===== src/hdl/ptlm_pkg.sv =====
// ----------------------------------------------------------------------------
// ptlm_pkg: shared types and constants for the paging MMU
// Word layouts, command and status codes, controller states and ops.
// ----------------------------------------------------------------------------
package ptlm_pkg;

   localparam int PROCS_DEF  = 8;
   localparam int PAGES_DEF  = 64;
   localparam int FRAMES_DEF = 64;

   localparam int CMD_W   = 2;
   localparam int PROC_W  = 3;
   localparam int PAGE_W  = 7;
   localparam int STAT_W  = 3;
   localparam int FRM_W   = 6;
   localparam int VPG_W   = 6;
   localparam int FCNT_W  = 16;
   localparam int NF_W    = 7;
   localparam int LU_W    = 32;
   localparam int WIDE_W  = 12;   // compare width, holds any count in range

   localparam logic [NF_W-1:0]   NF_RESET  = NF_W'(64);
   localparam logic [FCNT_W-1:0] FCNT_MAX  = '1;

   localparam logic [CMD_W-1:0] CMD_ACCESS = 2'd0;
   localparam logic [CMD_W-1:0] CMD_FINISH = 2'd1;
   localparam logic [CMD_W-1:0] CMD_LIMIT  = 2'd2;

   localparam logic [STAT_W-1:0] RSP_HIT      = 3'd0;
   localparam logic [STAT_W-1:0] RSP_LOADED   = 3'd1;
   localparam logic [STAT_W-1:0] RSP_NO_FRAME = 3'd2;
   localparam logic [STAT_W-1:0] RSP_INVALID  = 3'd3;
   localparam logic [STAT_W-1:0] RSP_FINISHED = 3'd4;

   typedef struct packed {
      logic [CMD_W-1:0]  cmd;
      logic [PROC_W-1:0] process;
      logic [PAGE_W-1:0] page;
   } req_type;

   typedef struct packed {
      logic [STAT_W-1:0] status;
      logic [FRM_W-1:0]  frame;
      logic              evicted;
      logic [VPG_W-1:0]  victim_page;
      logic [FCNT_W-1:0] fault_count;
   } rsp_type;

   typedef enum logic [3:0] {
      ST_IDLE,
      ST_ROW,
      ST_DECIDE,
      ST_HIT,
      ST_FREE,
      ST_LRU,
      ST_LRU_FIN,
      ST_REL,
      ST_REL_FIN,
      ST_RESP
   } ptlm_state_type;

   typedef enum logic [3:0] {
      OP_IDLE,
      OP_LATCH,
      OP_SETLIM,
      OP_DECIDE,
      OP_HIT,
      OP_FREESTEP,
      OP_COMMIT_FREE,
      OP_LRUSTEP,
      OP_COMMIT_LRU,
      OP_RELSTEP,
      OP_COMMIT_REL
   } dp_op_type;

   typedef struct packed {
      dp_op_type op;
   } dp_cmd_type;

   typedef struct packed {
      logic drop;
      logic is_limit;
      logic is_finish;
      logic over;
      logic hit;
      logic free_hit;
      logic free_last;
      logic scan_done;
   } dp_stat_type;

endpackage


===== src/hdl/ptlm_ctrl.sv =====
// ----------------------------------------------------------------------------
// ptlm_ctrl: sequencer for the paging MMU
// Walks each command through lookup, frame search, LRU or release scans.
// ----------------------------------------------------------------------------
module ptlm_ctrl
   import ptlm_pkg::*;
(
   input  logic        clock,
   input  logic        reset,
   input  logic        start,
   input  dp_stat_type stat,
   output dp_cmd_type  dp_cmd,
   output logic        busy,
   output logic        rsp_valid
);

   ptlm_state_type state_ff, state_in;

   always_ff @(posedge clock) begin
      if (reset) begin
         state_ff <= ST_IDLE;
      end else begin
         state_ff <= state_in;
      end
   end

   // next state
   always_comb begin
      state_in = state_ff;
      case (state_ff)
         ST_IDLE: begin
            if (start) state_in = ST_ROW;
         end
         ST_ROW: begin
            if (stat.drop || stat.is_limit) state_in = ST_IDLE;
            else state_in = ST_DECIDE;
         end
         ST_DECIDE: begin
            if (stat.is_finish || stat.over) state_in = ST_REL;
            else if (stat.hit) state_in = ST_HIT;
            else state_in = ST_FREE;
         end
         ST_HIT:     state_in = ST_RESP;
         ST_FREE: begin
            if (stat.free_hit) state_in = ST_RESP;
            else if (stat.free_last) state_in = ST_LRU;
         end
         ST_LRU: begin
            if (stat.scan_done) state_in = ST_LRU_FIN;
         end
         ST_LRU_FIN: state_in = ST_RESP;
         ST_REL: begin
            if (stat.scan_done) state_in = ST_REL_FIN;
         end
         ST_REL_FIN: state_in = ST_RESP;
         ST_RESP:    state_in = ST_IDLE;
         default:    state_in = ST_IDLE;
      endcase
   end

   // outputs
   always_comb begin
      dp_cmd.op = OP_IDLE;
      busy      = 1'b1;
      rsp_valid = 1'b0;
      case (state_ff)
         ST_IDLE: begin
            busy = 1'b0;
            if (start) dp_cmd.op = OP_LATCH;
         end
         ST_ROW: begin
            if (!stat.drop && stat.is_limit) dp_cmd.op = OP_SETLIM;
         end
         ST_DECIDE:  dp_cmd.op = OP_DECIDE;
         ST_HIT:     dp_cmd.op = OP_HIT;
         ST_FREE: begin
            if (stat.free_hit) dp_cmd.op = OP_COMMIT_FREE;
            else dp_cmd.op = OP_FREESTEP;
         end
         ST_LRU:     dp_cmd.op = OP_LRUSTEP;
         ST_LRU_FIN: dp_cmd.op = OP_COMMIT_LRU;
         ST_REL:     dp_cmd.op = OP_RELSTEP;
         ST_REL_FIN: dp_cmd.op = OP_COMMIT_REL;
         ST_RESP:    rsp_valid = 1'b1;
         default:    busy = 1'b1;
      endcase
   end

endmodule


===== config.mk =====
export PLATFORM = sky130hd
export DESIGN_NAME = ptlm_ctrl
export DESIGN_NICKNAME = d
export VERILOG_FILES = /design/src/hdl/ptlm_pkg.sv /design/src/hdl/ptlm_ctrl.sv
export SDC_FILE = /design/constraint.sdc
export NUM_CORES = 1
export LEC_CHECK = 0
export BUFFER_PORTS_ARGS = -buffer_cell sky130_fd_sc_hd__buf_4
export CAP_MARGIN = 40
export CORE_AREA = 4 4 41 43
export CTS_CLUSTER_DIAMETER = 150
export DETAILED_ROUTE_END_ITERATION = 6
export DIE_AREA = 0 0 45 47
export GPL_TIMING_DRIVEN = 0
export PLACE_DENSITY = 0.65
export SYNTH_ARGS = -nofsm -noshare
export SYNTH_HDL_FRONTEND = slang
export SYNTH_SLANG_ARGS = --single-unit

===== constraint.sdc =====
create_clock -name clock -period 1.2 [get_ports clock]
set_input_delay 0 -clock clock [delete_from_list [all_inputs] [get_ports clock]]
set_output_delay 0 -clock clock [all_outputs]
set_load 0.005 [all_outputs]

==> results.yml <==
status:
  violations: "setup timing"
  result_of_the_run: "complete, but fails checks"
setup_path:
  timing.critical_path.from: "state_ff[3]"
  cp_max_fo: 10
  path_class: "reg2out"
  cp.buffers_inverters: 2
  type_of_destination_of_the_critical_path: "primary output"
  critPathRequiredTime_ps: 1200
  critical_path.reg2reg.startpoint: "state_ff[2]"
  cp.arrival_ps: 1360
  worstPathCellList: "buf_4 -> xor2_1 -> a221o_1 -> buf_4"
  crit_path_largest_cell_delay_ps: 360
  cp_common_cell: "sky130_fd_sc_hd__buf_4"
  critical_path.slowest_cell: "sky130_fd_sc_hd__dfxtp_4"
  start_kind: "flop"
  critical-path-top-delay-family: "flip-flops"
yosys:
  share_of_synthesized_area_occupied_by_flip_flops_and_latches_pct: 16.0
  synthArstFlopShare_pct: 0
  avgSynthCellArea_um2: 7.60
  synth.net_count: 77
  synth-seq-cells: 4
  synthesis.instances: 66
  yosysUniqueCellTypes: 36
  synthesis.area_um2: 502
  ys.warnings.count: 0
  synthFlopType: "sky130_fd_sc_hd__dfxtp_1"
  synth-edff-count: 0
finish:
  final.fill_count: 107
  flow.area_growth_from_synthesis_pct: 69.6
  finished_core_util_pct: 65.4
  post_route_cells_drive_above_1_share_pct: 64.2
  largest_register_ffs: 4
  multi_input_comb_area_um2: 430
  largest-register: "state_ff"
  layout_commonest_cell: "sky130_fd_sc_hd__buf_4"
  reg.largest.list: "state_ff: 4 flops"
  fin_nets: 108
  mostFrequentLayoutCells: "sky130_fd_sc_hd__buf_4 (24), sky130_fd_sc_hd__nor2_1 (6), sky130_fd_sc_hd__buf_6 (6)"
  diodes: 0
  register_area_um2: 95.1
drt:
  maxUsedRoutingLayer: "met4"
  route.met2.wl_um: 986
  finalWirelength_um: 1930
  antenna_left: 0
  wl_met3_um: 175
  drc: 0
  drt_first_pass_iters: 4
  viasPerCell: 6.36
  vias: 700
  wirelength_met1_um: 723
  wl_per_cell_um: 17.5
  first_iter_violations: 31
clock_tree:
  cts-buffers-inserted: 3
  cts_buffer_depth: 2
  cts_tree: "built"
  clockRootBuffer: "sky130_fd_sc_hd__clkbuf_4"
  clk_pin_slew_ps: 40
  htree_levels: 1
  clock-sinks: 4
  insertion_delay_ps: 230
sta:
  timing.final.hold_violations: 0
  final-max-slew-violation-count: 0
  setup_slack_ps: -159
  setup_viol_count_final: 9
  max_slew.worst_pin.slew_ps: 402
  maxSlewHeadroom_pct: 73.0
  finalCriticalPeriod_ps: 1360
  max_freq_mhz: 736
  period_share_pct: 113
  rsz_0062_raised_after_global_routing: "yes"
  timing.clock.skew_ps: 3.94
power_and_ir_drop:
  p_comb_share_pct: 43.9
  totalPowerFinal_uw: 566
  power.switching_fraction_pct: 33.9
  net_switching_power_uw: 192
  power.leakage_uw: 0.000338
  vdd.ir_drop.worst_mv: 0.550
  power.sequential.fraction_pct: 27.3
  power.clock.fraction_pct: 28.8
  powerDensity_nw_per_um2: 666
  power_report.internal_total_uw: 374
job:
  maxCapViolations: 0
global_route:
  grtUsageTotal_pct: 17.7
  grt_first_pass_wirelength_um: 2840
  gr-total-overflow: 0
  grt_antenna_before_repair: 0
  grt_pass1_vias: 644
  grt_max_degree: 11
placed_design:
  gpl.final_weighted_congestion: 0.885
  post-dp-hpwl_um: 1070
  io_buffers: 16
floorplanning:
  die_w_um: 45
  initial_utilization_pct: 38.6
  die_area_um2: 2120
  chipHeight_um: 47
  fp-row-count: 13
  floorplan.io_pins: 17
  core-area_um2: 1300
worst_hold_path:
  hp-class: "in2reg"
  min_from: "stat[6]"
==> metal layers <==
| layer | global-route usage (%) | vias up |
|---|---|---|
| met4 | 7.60 | 0 |
| li1 | - | 318 |
| met3 | 0.383 | 8 |
| met2 | 32.5 | 47 |
| met1 | 21.6 | 327 |
| met5 | 0 | - |
==> Yosys cell counts, drive strengths merged (2+ instances only) <==
library cell	number	area (µm²)
nor2	8	32.5
a21oi	6	30.0
buf	6	58.8
o21ai	6	30.0
dfxtp	4	80.1
nor4	4	31.3
inv	3	11.3
nand2	3	11.3
nor3	3	15.0
nand2b	2	15.0
nand3	2	10.0
o31ai	2	15.0
==> logic make-up after synthesis <==
| logic type | after synthesis | synth area share [%] |
|---|---|---|
| compound gates | 26 | 39.4 |
| simple gates | 26 | 28.9 |
| buf+inv | 9 | 14.0 |
| flops | 4 | 16.0 |
| xor+xnor | 1 | 1.75 |
==> timing repair <==
item	CTS	global route
hold endpoints to repair	2	0
setup buffers	8	3
resized for setup	18	17
hold buffers	1	0
pin swaps	6	5
endpoints found under the setup margin	7	9
==> worst reg2reg max path, stage by stage, from the launching register on <==
cell and delay [ps]:
sky130_fd_sc_hd__dfxtp_4 380, sky130_fd_sc_hd__buf_4 160, sky130_fd_sc_hd__nor4_1 360, sky130_fd_sc_hd__a31oi_2 90, sky130_fd_sc_hd__o21ai_1 150, sky130_fd_sc_hd__a211oi_2 90
==> per-stage QoR <==
step / hold WS, ps / area [µm²] / std cells / setup TNS, ps / setup slack [ps]
2_1_floorplan: 64.6 / 502 / 66 / 0 / 41.9
3_3_place_gp: 207 / 641 / 97 / -511 / -148
3_5_place_dp: 206 / 641 / 97 / -348 / -129
4_1_cts: 82.5 / 795 / 109 / -753 / -148
5_1_grt: 110 / 851 / 110 / -1210 / -198
6_report: 76.8 / 851 / 110 / -848 / -159
==> cell type report <==
| type | instances | share of cell area [%] |
|---|---|---|
| clock buffer | 3 | 2.65 |
| tap | 15 | 2.21 |
| inverter | 3 | 1.32 |
| timing repair buffer | 28 | 26.8 |
| buffer | 4 | 5.29 |
| sequential | 4 | 11.2 |
| multi-input combinational | 53 | 50.6 |
==> final timing paths <==
path	endpoint	slack (ps)	cells past startpoint
worst max-delay path	dp_cmd[1]	-160	4
worst min-delay path	state_ff[1]	80	4
worst max register to register	state_ff[2]	-150	5
worst min register to register	state_ff[1]	660	3
==> power groups by stage <==
stage | sequential [µW] | clock (µW) | combinational, µW
2_1_floorplan | 151 | 0 | 107
3_5_place_dp | 154 | 0 | 180
4_1_cts | 158 | 166 | 211
6_report | 155 | 163 | 248
5_1_grt | 154 | 174 | 264
3_3_place_gp | 156 | 0 | 179
(Power assumes the default switching activity.)
